`config.mk`:
```
export PLATFORM = sky130hd
export DESIGN_NAME = fmr_framer
export DESIGN_NICKNAME = d
export VERILOG_FILES = /design/src/sv/fmr_pkg.sv /design/src/sv/fmr_framer.sv
export SDC_FILE = /design/constraint.sdc
export NUM_CORES = 1
export LEC_CHECK = 0
export BUFFER_PORTS_ARGS = -buffer_cell sky130_fd_sc_hd__buf_2
export CORE_ASPECT_RATIO = 0.6
export CORE_UTILIZATION = 57
export DETAILED_ROUTE_END_ITERATION = 16
export PLACE_DENSITY = 0.81
export SLEW_MARGIN = 30
export SYNTH_ARGS = -nofsm -noshare
export SYNTH_HDL_FRONTEND = slang
export SYNTH_SLANG_ARGS = --single-unit
```
`constraint.sdc`:
```
create_clock -name clk -period 3.3 [get_ports clk]
set_input_delay 0.33 -clock clk [delete_from_list [all_inputs] [get_ports clk]]
set_output_delay 0.33 -clock clk [all_outputs]
set_load 0.005 [all_outputs]
```
`src/sv/fmr_pkg.sv`:
```
// ----------------------------------------------------------------------------
// fmr_pkg
// Types, codes and constants shared by the message receiver files.
// ----------------------------------------------------------------------------
package fmr_pkg;

  // default and fixed sizes
  localparam int BUF_DEPTH_DEF = 64;
  localparam int TABLE_DEPTH   = 16;
  localparam int TIDX_W        = $clog2(TABLE_DEPTH);

  // payload widths
  localparam int CMD_W   = 2;
  localparam int BYTE_W  = 8;
  localparam int PIN_W   = 7;
  localparam int KIND_W  = 4;
  localparam int CHAN_W  = 4;
  localparam int VALUE_W = 14;
  localparam int VER_W   = 7;
  localparam int LEN_W   = 7;

  // status bytes and nibbles
  localparam logic [3:0] ST_ANALOG_HI     = 4'hE;
  localparam logic [3:0] ST_DIGITAL_HI    = 4'h9;
  localparam logic [3:0] ST_REP_ANALOG_HI = 4'hC;
  localparam logic [3:0] ST_REP_DIGIT_HI  = 4'hD;
  localparam logic [7:0] ST_VERSION       = 8'hF9;
  localparam logic [7:0] ST_SYSEX         = 8'hF0;
  localparam logic [7:0] ST_SYSEX_END     = 8'hF7;
  localparam logic [7:0] SX_FIRMWARE      = 8'h79;

  // command codes
  typedef enum logic [CMD_W-1:0] {
    CMD_BYTE         = 2'd0,
    CMD_READ_ANALOG  = 2'd1,
    CMD_READ_DIGITAL = 2'd2
  } cmd_t;

  // result kinds
  typedef enum logic [KIND_W-1:0] {
    KIND_ANALOG      = 4'd0,
    KIND_DIGITAL     = 4'd1,
    KIND_VERSION     = 4'd2,
    KIND_FIRMWARE    = 4'd3,
    KIND_SYSEX_OTHER = 4'd4,
    KIND_MSG_OTHER   = 4'd5,
    KIND_ANALOG_RD   = 4'd6,
    KIND_DIGITAL_RD  = 4'd7,
    KIND_RANGE       = 4'd8
  } kind_t;

  // one result
  typedef struct packed {
    kind_t              kind;
    logic [CHAN_W-1:0]  channel;
    logic [VALUE_W-1:0] value;
    logic [VER_W-1:0]   version_major;
    logic [VER_W-1:0]   version_minor;
    logic [LEN_W-1:0]   message_length;
  } fmr_res_t;

  // completed message from the framer
  typedef struct packed {
    logic     done;
    fmr_res_t res;
  } fmr_msg_t;

endpackage

```
`src/sv/fmr_framer.sv`:
```
// ----------------------------------------------------------------------------
// fmr_framer
// Frames received bytes by status byte and decodes each completed message.
// ----------------------------------------------------------------------------
module fmr_framer import fmr_pkg::*; #(
  parameter int BUF_DEPTH = BUF_DEPTH_DEF
) (
  input  logic              clk,
  input  logic              rst_n,
  input  logic              byte_valid,
  input  logic [BYTE_W-1:0] rx_byte,
  output fmr_msg_t          msg
);

  localparam int CW     = $clog2(BUF_DEPTH + 2);
  localparam int HDR_N  = 4;

  logic [CW-1:0]     count_r, exp_r;
  logic [CW-1:0]     exp_nxt, base, n;
  logic [BYTE_W-1:0] hdr_r   [HDR_N];
  logic [BYTE_W-1:0] hdr_nxt [HDR_N];
  logic [BYTE_W-1:0] bat     [HDR_N];
  logic              restart, store, is_three;
  logic [3:0]        hi;
  logic [BYTE_W-1:0] b0;

  // status classification and fill position
  always_comb begin
    hi      = rx_byte[7:4];
    restart = 1'b1;
    exp_nxt = exp_r;
    if (hi == ST_ANALOG_HI || hi == ST_DIGITAL_HI || rx_byte == ST_VERSION) begin
      exp_nxt = CW'(3);
    end else if (hi == ST_REP_ANALOG_HI || hi == ST_REP_DIGIT_HI) begin
      exp_nxt = CW'(2);
    end else if (rx_byte == ST_SYSEX) begin
      exp_nxt = CW'(BUF_DEPTH);
    end else if (rx_byte == ST_SYSEX_END) begin
      restart = 1'b0;
      exp_nxt = count_r + CW'(1);
    end else if (rx_byte[7]) begin
      exp_nxt = CW'(1);
    end else begin
      restart = 1'b0;
    end
    base  = restart ? '0 : count_r;
    store = (base < CW'(BUF_DEPTH));
    n     = store ? base + CW'(1) : base;
  end

  // only the first header bytes are ever decoded; later bytes need no storage
  always_comb begin
    for (int i = 0; i < HDR_N; i++) begin
      hdr_nxt[i] = (store && base == CW'(i)) ? rx_byte : hdr_r[i];
      bat[i]     = (CW'(i) < n) ? hdr_nxt[i] : '0;
    end
  end

  // decode of the completed message
  always_comb begin
    b0       = bat[0];
    is_three = (n == CW'(3));
    msg      = '0;
    msg.done = byte_valid && (n == exp_nxt);
    msg.res.kind           = KIND_MSG_OTHER;
    msg.res.message_length = LEN_W'(n);
    if (b0[7:4] == ST_ANALOG_HI && is_three) begin
      msg.res.kind    = KIND_ANALOG;
      msg.res.channel = b0[3:0];
      msg.res.value   = {bat[2][6:0], bat[1][6:0]};
    end else if (b0[7:4] == ST_DIGITAL_HI && is_three) begin
      msg.res.kind    = KIND_DIGITAL;
      msg.res.channel = b0[3:0];
      msg.res.value   = {bat[2][6:0], bat[1][6:0]};
    end else if (b0 == ST_VERSION && is_three) begin
      msg.res.kind          = KIND_VERSION;
      msg.res.version_major = bat[1][6:0];
      msg.res.version_minor = bat[2][6:0];
    end else if (b0 == ST_SYSEX && n != '0 && rx_byte == ST_SYSEX_END) begin
      // the last stored byte is always the one just taken
      if (n > CW'(2) && bat[1] == SX_FIRMWARE) begin
        msg.res.kind          = KIND_FIRMWARE;
        msg.res.version_major = (n > CW'(3)) ? bat[2][6:0] : '0;
        msg.res.version_minor = (n > CW'(4)) ? bat[3][6:0] : '0;
      end else begin
        msg.res.kind = KIND_SYSEX_OTHER;
      end
    end
  end

  // framing state
  always_ff @(posedge clk) begin
    if (!rst_n) begin
      count_r <= '0;
      exp_r   <= '0;
    end else if (byte_valid) begin
      if (msg.done) begin
        count_r <= '0;
        exp_r   <= '0;
      end else begin
        count_r <= n;
        exp_r   <= exp_nxt;
      end
    end
  end

  // header bytes
  always_ff @(posedge clk) begin
    if (byte_valid) begin
      for (int i = 0; i < HDR_N; i++) begin
        hdr_r[i] <= hdr_nxt[i];
      end
    end
  end

endmodule

```
==> results.ini, run 1 <==
[outcome]
run_status = finished with violations
violations = design-rule violations

[drt]
drtIter0Drc = 387
route.detailed.drc = 2
wl_um = 9090
wl_per_cell_um = 18.9
drtAntennaViolNets = 0
dr.pass1.iters = 12
vias_per_cell = 6.32
num_vias = 3038

[finish]
fin_nets = 428
antenna_cells = 0
drive_gt1_share_pct = 27.7
fill_cells = 415
multiInputGateArea_um2 = 1770
seq_area_um2 = 1180
area_growth_pct = 16.6

[die]
dieArea_um2 = 5840
ioPinCount = 55
rows = 20
start_util_pct = 60.9
die_width_um = 98.0
die_y_um = 59.6
core_um2 = 5180

[clock_network]
postCtsSetupRepairBufs = 0
cts_root_buf = clkbuf_8
path_clk_slew_ns = 0.08
clock_latency_ns = 0.30
clockBufferDepth = 2
cts_tree = built
cts-hold-fix-buffers = 0
ctsHtreeMaxLevel = 2
numCtsBuffers = 5
cts.sinks = 44

[power_and_ir_drop]
power.total_mw = 1.29
p_leak_nw = 1.66
ir_worst_vdd_uv = 274
pwr_density_cell_nw_per_um2 = 350

[global_route]
grt_usage_pct = 32.2
first_global_vias = 2763
grt_max_degree = 22
grt_pass1_wl_um = 14200
grt-ovfl-total = 0
antenna_found_initial = 0

[synth]
syn-instance-count = 353
async_flop_share_pct = 0
yosysTopAreaCellShare_pct = 28.6
yosysMostFrequentCell = nand2_1
synth_area_per_cell_um2 = 8.94
ys_types = 62
synth_commonest_cells = nand2_1, nor2_1, edfxtp_1
synth_area_um2 = 3150
synthTopCellsByArea = edfxtp_1, dfxtp_1, mux2i_1
synth_edf_count = 30
ys.warnings.count = 0
synth-main-ff-cell = edfxtp_1
yosysSeqAreaShare_pct = 37.4
synth_top_area_cell = edfxtp_1
synth-seq-cells = 44
syn-num-nets = 367

[critical_path]
cp-startpoint = rx_byte[1]
worstPathRequired_ns = 2.97
cp_max_fo = 16
worstSetupPathType = in2out
start_kind = input pin
endpoint_kind = primary output
r2r-start = count_r[6]$_SDFFE_PN0P_
arrival_ns = 2.90

[placement]
io_buffers = 53
dp_hpwl_um = 6780
gp_congestion = 0.935

[min_path]
min_from = rst_n
hold_path.class = in2reg

[timing]
finalSetupViolations = 0
max_freq_ghz = 0.310
slew_headroom_pct = 43.2
hold_viol_final = 0
fin_skew_ns = 0.00357
post-route-min-period_ns = 3.23
hold_ws_ns = 0.279
rsz0062_at_grt = false
period_share_pct = 97.9
setup_tns_ns = 0
slew_viol_final = 0
worstMarginPinSlew_ns = 0.851

[flow_run]
cap_violations = 0

==> metal layers <==
layer,track usage [%],share of wire [%],up-vias
met5,0,0,-
met4,7.58,1.2,0
met3,6.72,11,23
met2,48.3,43,189
met1,47.7,45,1447
li1,-,-,1379
==> worst max-delay path: stages <==
cell and delay, ns:
buf_2 0.10, nand3_1 0.23, o31a_1 0.33, nor2_1 0.16, ha_1 0.30, a21oi_1 0.17
nor2_1 0.05, a31o_1 0.28, o41ai_4 0.35, buf_4 0.24, a21boi_0 0.21, buf_2 0.14
==> per-stage QoR <==
| stage | area (µm²) | worst slack [ns] | cells | utilization (%) |
|---|---|---|---|---|
| 5_1_grt | 3680 | 0.0221 | 481 | 71.0 |
| 4_1_cts | 3660 | 0.00926 | 481 | 70.7 |
| 3_3_place_gp | 3550 | 0.283 | 473 | 68.5 |
| 2_1_floorplan | 3150 | 0.181 | 353 | - |
| 3_5_place_dp | 3550 | 0.145 | 473 | 68.5 |
| 6_report | 3680 | 0.0693 | 481 | 71.0 |
==> layout by cell type (no fill, tap or decap), types with 3 or more instances in the layout <==
cell type,Yosys,routed
nor2b_1,7,6
clkbuf_8,0,5
edfxtp_1,30,30
o32ai_1,4,4
mux2i_1,14,13
a21oi_1,9,9
nand3_1,17,17
xnor2_1,8,8
o21ai_0,18,16
a21boi_0,3,3
and2_1,17,17
ha_1,3,3
mux2_2,11,11
buf_4,4,24
inv_1,24,24
nor3_1,6,6
nand2_1,35,35
nor2_1,32,32
buf_2,10,53
xor2_1,4,4
a22o_1,5,5
or3_1,6,6
and3_1,7,7
o22ai_1,9,9
o21ai_1,3,4
dfxtp_1,14,12
o211ai_1,4,4
==> worst paths after layout <==
kind / depth (start not counted) / end / slack (ns)
worst min-delay path: 2 / exp_r[6]$_SDFFE_PN0P_ / 0.28
worst max-delay path: 12 / msg[11] / 0.07
worst max register to register: 9 / exp_r[3]$_SDFFE_PN0P_ / 0.36
worst min register to register: 2 / exp_r[5]$_SDFFE_PN0P_ / 0.46
==> cell families (layout without fill, tap and decap cells) <==
kind of cell,after synthesis,in the layout,share of synthesized area (%)
AOI/OAI and AO/OA,74,74,17.6
xor gates and xnor gates,12,12,3.33
adders and majority gates,3,3,1.19
buffers and inverters,48,110,7.30
DFF,44,44,37.4
muxes,25,25,8.37
other,1,1,0.119
and+or+nand+nor,146,146,24.6
==> sequential cells by signal (all words and copies together), names as in the netlist <==
register and count:
exp_r 7, hdr_r 30, count_r 7
==> timing repair <==
| item | in CTS | in global routing |
|---|---|---|
| hold endpoints to repair | 0 | 0 |
| gates resized for setup | 2 | 7 |
| setup endpoints to repair | 15 | 30 |
| pin swaps | 0 | 1 |
==> layout make-up <==
type | count | area share [%]
clock buffer | 7 | 2.08
timing repair buffer | 77 | 12.1
sequential | 44 | 32.2
inverter | 25 | 2.55
tap | 66 | 2.25
clock inverter | 1 | 0.817
multi-input combinational | 261 | 48.0
==> where the power goes <==
group	internal [mW]	switching [mW]	total [mW]
Sequential	0.628	0.0212	0.649
Combinational	0.0834	0.145	0.228
Clock	0.227	0.184	0.410
Power figures use the tool's default switching activity.
==> run 2: changes to the inputs <==
CORE_UTILIZATION = 60   (was 57)
CTS_CLUSTER_DIAMETER = 150   (was unset)
PLACE_DENSITY = 0.85   (was 0.81)
clock period = 4 ns   (was 3.3 ns; I/O delays follow)
==> run 2 against run 1 <==
Critical path type unchanged. Die area decreased by 4.9%. Total power decreased by 19%. Combinational power decreased by 26%. Global-route usage decreased by 0.97 points. The flow now finishes without violations. Hold slack improved by 0.066 ns. Final cell count decreased by 3.7%. Non-clock buffer count decreased by 18. Largest power group unchanged.
==> results.ini, run 2 (same netlist as run 1, synthesis figures left out) <==
[global_route]
first_global_vias = 2519  ; -8.8%
antenna_found_initial = 0  ; unchanged
grt_usage_pct = 31.3  ; -0.97 points
grt_max_degree = 35  ; +59%
grt-ovfl-total = 0  ; unchanged
grt_pass1_wl_um = 12900  ; -9.5%

[timing]
post-route-min-period_ns = 3.75
rsz0062_at_grt = false
worstMarginPinSlew_ns = 0.834  ; -0.0170 ns
hold_viol_final = 0  ; unchanged
fin_skew_ns = 0.00452  ; +0.000951 ns
max_freq_ghz = 0.267
slew_headroom_pct = 44.3  ; +1.1 points
finalSetupViolations = 0  ; unchanged
hold_ws_ns = 0.345  ; +0.0656 ns
slew_viol_final = 0  ; unchanged
period_share_pct = 93.7
setup_tns_ns = 0  ; unchanged

[clock_network]
cts_root_buf = clkbuf_8
clockBufferDepth = 2  ; unchanged
cts.sinks = 44  ; unchanged
path_clk_slew_ns = 0.08  ; about the same
clock_latency_ns = 0.30  ; about the same
cts_tree = built
ctsHtreeMaxLevel = 2  ; unchanged
cts_resized = 0  ; -2
numCtsBuffers = 5  ; unchanged
cts-hold-fix-buffers = 0  ; unchanged
postCtsSetupRepairBufs = 0  ; unchanged

[finish]
largest_register_ffs = 30  ; unchanged
largest-register = hdr_r
fin_nets = 410  ; -4.2%
reg_top3 = hdr_r x30, count_r x7, exp_r x7
antenna_cells = 0  ; unchanged
layout_common_cells = buf_2, nand2_1, nor2_1, edfxtp_1, inv_1
area_growth_pct = 11.7
final_common_cell = buf_2
drive_gt1_share_pct = 23.4  ; -4.3 points
fill_cells = 387  ; -6.7%

[drt]
drtIter0Drc = 382  ; -1.3%
route.detailed.drc = 0  ; -2
num_vias = 2936  ; -3.4%
wl_per_cell_um = 18.2  ; -3.5%
dr.pass1.iters = 5  ; -7
drtAntennaViolNets = 0  ; unchanged
vias_per_cell = 6.34  ; +0.40%
wl_um = 8450  ; -7.1%

[die]
rows = 20  ; unchanged
ioPinCount = 55  ; unchanged
start_util_pct = 62.4  ; +1.5 points
die_y_um = 58.2  ; -2.4%
core_um2 = 5050  ; -2.4%
die_width_um = 95.6  ; -2.5%
dieArea_um2 = 5560  ; -4.9%

[critical_path]
worstSetupPathType = in2out
endpoint_kind = primary output
start_kind = input pin
cpMostUsedCell = buf_2
path_cells = buf_2 > nand3_1 > o31a_1 > nor2_1 > ha_1 > o22ai_1 > o21ai_1 > o41ai_4 > a21boi_0 > buf_2
cp_max_fo = 16  ; unchanged
cpLargestDelayFamily = compound AO/OA/AOI/OAI gates
arrival_ns = 3.35  ; +0.45 ns
worstPathRequired_ns = 3.60  ; +0.63 ns
path_buf_inv = 2  ; -1
cp_slowest_cell = o41ai_4
slowest_delay_ns = 0.66  ; +0.31 ns
ff2ff_setup_slack_ns = 0.95  ; +0.59 ns

[power_and_ir_drop]
pwr_density_cell_nw_per_um2 = 297  ; -15%
ir_worst_vdd_uv = 235  ; -14%
p_leak_nw = 1.56  ; -6.4%

[placement]
dp_hpwl_um = 6210  ; -8.5%
gp_congestion = 0.952  ; +1.9%
io_buffers = 53  ; unchanged

[outcome]
run_status = complete, no violations

[flow_run]
cap_violations = 0  ; unchanged

[min_path]
hold_path.class = in2reg

==> run 2: path summary, 6_finish.rpt <==
kind                                               from                     to  cells past startpoint
worst max-delay path                         rx_byte[1]                msg[11]                     10
worst min register to register    exp_r[5]$_SDFFE_PN0P_  exp_r[5]$_SDFFE_PN0P_                      2
worst min-delay path                              rst_n  exp_r[6]$_SDFFE_PN0P_                      2
worst max register to register  count_r[0]$_SDFFE_PN0P_  exp_r[2]$_SDFFE_PN0P_                      8
==> run 2: area by class of cell <==
| cell class | instances | area (µm²) | area share (%) |
|---|---|---|---|
| timing repair buffer | 59 | 310 | 8.81 |
| sequential | 44 | 1180 | 33.5 |
| multi-input combinational | 261 | 1740 | 49.5 |
| tap | 66 | 82.6 | 2.34 |
| clock buffer | 5 | 68.8 | 1.95 |
| clock inverter | 3 | 42.5 | 1.21 |
| inverter | 25 | 93.8 | 2.66 |
==> run 2: power breakdown <==
group	internal [mW]	switching, mW	leakage [nW]
sequential	0.518	0.0164	0.407
clock	0.185	0.159	0.0541
combinational	0.0571	0.112	1.09
==> run 2: through the flow <==
step | instance area [µm²] | worst slack, ns | power [mW] | std cells | util (%)
after global routing | 3520 | 0.127 | 1.08 | 463 | 69.7
final | 3520 | 0.251 | 1.05 | 463 | 69.7
after detailed placement | 3410 | 0.331 | 0.707 | 455 | 67.5
after CTS | 3520 | 0.326 | 1.04 | 463 | 69.7
after floorplan | 3150 | 0.741 | 0.650 | 353 | -
after global placement | 3410 | 0.449 | 0.702 | 455 | 67.5
==> run 2: worst reg2reg max path: stages (launching register included) <==
cell	delay, ns
dfxtp_1	0.63
nand3b_1	0.31
o21ai_0	0.28
a21oi_2	0.11
or3_1	0.41
a221oi_2	0.30
nand4_2	0.29
a31oi_1	0.42
o32ai_1	0.17
==> run 2: per-layer routing <==
metal / part of all wire (%) / GRT usage, % / vias up
met4: 0.99 / 5.54 / 0
li1: - / - / 1351
met1: 45 / 47.8 / 1366
met3: 15 / 11.0 / 21
met2: 40 / 41.8 / 198
met5: 0 / 4.63 / -
==> run 3: changes to the inputs <==
--- a/config.mk
+++ b/config.mk
@@ -13,3 +13,3 @@
 export PLACE_DENSITY = 0.85
-export SLEW_MARGIN = 30
+export SLEW_MARGIN = 20
 export SYNTH_ARGS = -nofsm -noshare
--- a/constraint.sdc
+++ b/constraint.sdc
@@ -3,2 +3,2 @@
 set_output_delay 0.4 -clock clk [all_outputs]
-set_load 0.005 [all_outputs]
+set_load 0.01 [all_outputs]
==> run 3 against run 2 <==
Critical path depth unchanged. Critical path type unchanged. First-iteration DRC count grew 6.5%. Largest power group unchanged. Worst setup slack worse by 0.0070 ns. Largest cell class unchanged. Hold slack got worse by 0.0023 ns.
==> results.ini, run 3 (same netlist as run 1, synthesis figures left out) <==
[outcome]
run_status = complete, no violations

[timing]
slew_viol_final = 0  ; unchanged
max_freq_ghz = 0.266  ; -0.19%
period_share_pct = 93.9  ; +0.17 points
worstMarginPinSlew_ns = 0.801  ; -0.0329 ns
finalSetupViolations = 0  ; unchanged
rsz0062_at_grt = false
post-route-min-period_ns = 3.76  ; +0.00697 ns
slew_headroom_pct = 46.5  ; +2.2 points
setup_tns_ns = 0  ; unchanged
hold_viol_final = 0  ; unchanged
fin_skew_ns = 0.00409  ; -0.000429 ns

[finish]
largest-register = hdr_r
final_common_cell = buf_2
design_area_um2 = 3500  ; -0.67%
reg_top3 = hdr_r x30, count_r x7, exp_r x7
fin_nets = 410  ; unchanged
antenna_cells = 0  ; unchanged
drive_gt1_share_pct = 23.4  ; unchanged
largest_register_ffs = 30  ; unchanged
area_growth_pct = 10.9
layout_common_cells = buf_2, nand2_1, nor2_1, edfxtp_1, inv_1

[die]
rows = 20  ; unchanged
core_um2 = 5050  ; unchanged
die_width_um = 95.6  ; unchanged
ioPinCount = 55  ; unchanged
dieArea_um2 = 5560  ; unchanged
start_util_pct = 62.4  ; unchanged
die_y_um = 58.2  ; unchanged

[clock_network]
path_clk_slew_ns = 0.08  ; about the same
cts-hold-fix-buffers = 0  ; unchanged
postCtsSetupRepairBufs = 0  ; unchanged
ctsHtreeMaxLevel = 2  ; unchanged
cts_root_buf = clkbuf_8
cts_resized = 0  ; unchanged
cts_tree = built
cts.sinks = 44  ; unchanged
clock_latency_ns = 0.30  ; about the same
clockBufferDepth = 2  ; unchanged
numCtsBuffers = 5  ; unchanged

[critical_path]
cp-startpoint = rx_byte[1]
r2r-start = count_r[0]$_SDFFE_PN0P_
worstPathRequired_ns = 3.60  ; about the same
start_kind = input pin
endpoint_kind = primary output
worstSetupPathType = in2out
ff2ff_setup_slack_ns = 0.87  ; -0.08 ns
cp_max_fo = 16  ; unchanged
arrival_ns = 3.36  ; about the same

[drt]
route.detailed.drc = 0  ; unchanged
wl_per_cell_um = 18.0  ; -1.3%
vias_per_cell = 6.28  ; -0.92%
drtAntennaViolNets = 0  ; unchanged
wl_um = 8340  ; -1.3%
drtIter0Drc = 407  ; +6.5%
num_vias = 2909  ; -0.92%
dr.pass1.iters = 5  ; unchanged

[min_path]
hold_path.class = in2reg
min_from = rst_n

[power_and_ir_drop]
power.total_mw = 0.984  ; -6.1%
ir_worst_vdd_uv = 211  ; -10%
p_leak_nw = 1.55  ; -0.40%
pwr_density_cell_nw_per_um2 = 281  ; -5.5%

[global_route]
grt-ovfl-total = 0  ; unchanged
antenna_found_initial = 0  ; unchanged
grt_pass1_wl_um = 12700  ; -1.1%
grt_usage_pct = 30.8  ; -0.43 points
grt_max_degree = 35  ; unchanged
first_global_vias = 2454  ; -2.6%

[placement]
dp_hpwl_um = 6240  ; +0.63%
gp_congestion = 0.955  ; +0.30%
dpl-instance-area_um2 = 3410  ; unchanged
io_buffers = 53  ; unchanged

[flow_run]
cap_violations = 0  ; unchanged

==> run 3: cell count changes in the layout (fill, tap and decap cells not counted) <==
cell,delta
clkinv_4,+1
clkinvlp_4,-1
bufinv_16,-1
clkinv_2,+1
==> run 3: layout make-up <==
cell class | count | area [µm²]
Clock buffer | 5 | 68.8
Clock inverter | 3 | 18.8
Fill cell | 419 | 1560
Inverter | 25 | 93.8
Multi-Input combinational cell | 261 | 1740
Sequential cell | 44 | 1180
Tap cell | 66 | 82.6
Timing Repair Buffer | 59 | 310
==> run 3: report_power, final <==
part           total (mW)  internal, mW  leakage, nW  switching, mW
clock network       0.279         0.122       0.0479          0.157
registers           0.534         0.518        0.407         0.0165
logic               0.171        0.0572         1.09          0.114
==> run 3: final timing paths <==
| path | endpoint | depth (start not counted) |
|---|---|---|
| worst min-delay path | exp_r[6]$_SDFFE_PN0P_ | 2 |
| worst max register to register | exp_r[2]$_SDFFE_PN0P_ | 8 |
| worst max-delay path | msg[11] | 10 |
| worst min register to register | exp_r[5]$_SDFFE_PN0P_ | 2 |
==> run 3: critical path, stage by stage <==
cell and delay, ns:
buf_2 0.20, nand3_1 0.21, o31a_1 0.47, nor2_1 0.21, ha_1 0.29, o22ai_1 0.36
o21ai_1 0.17, o41ai_4 0.65, a21boi_0 0.23, buf_2 0.15
==> run 3: through the flow <==
stage	utilization (%)	std cells	hold WS, ns	worst slack (ns)
after floorplan	-	353	0.417	0.674
after global placement	67.5	455	0.434	0.431
after detailed placement	67.5	455	0.451	0.298
after CTS	69.2	463	0.342	0.314
after global routing	69.2	463	0.360	0.0750
final	69.2	463	0.343	0.244
==> run 3: per-layer routing <==
metal	up-vias	GRT usage (%)	routed length, µm
met5	-	0	0
met4	0	4.26	49
met3	10	9.58	1140
met2	173	40.2	3410
met1	1375	49.8	3740
li1	1351	-	-
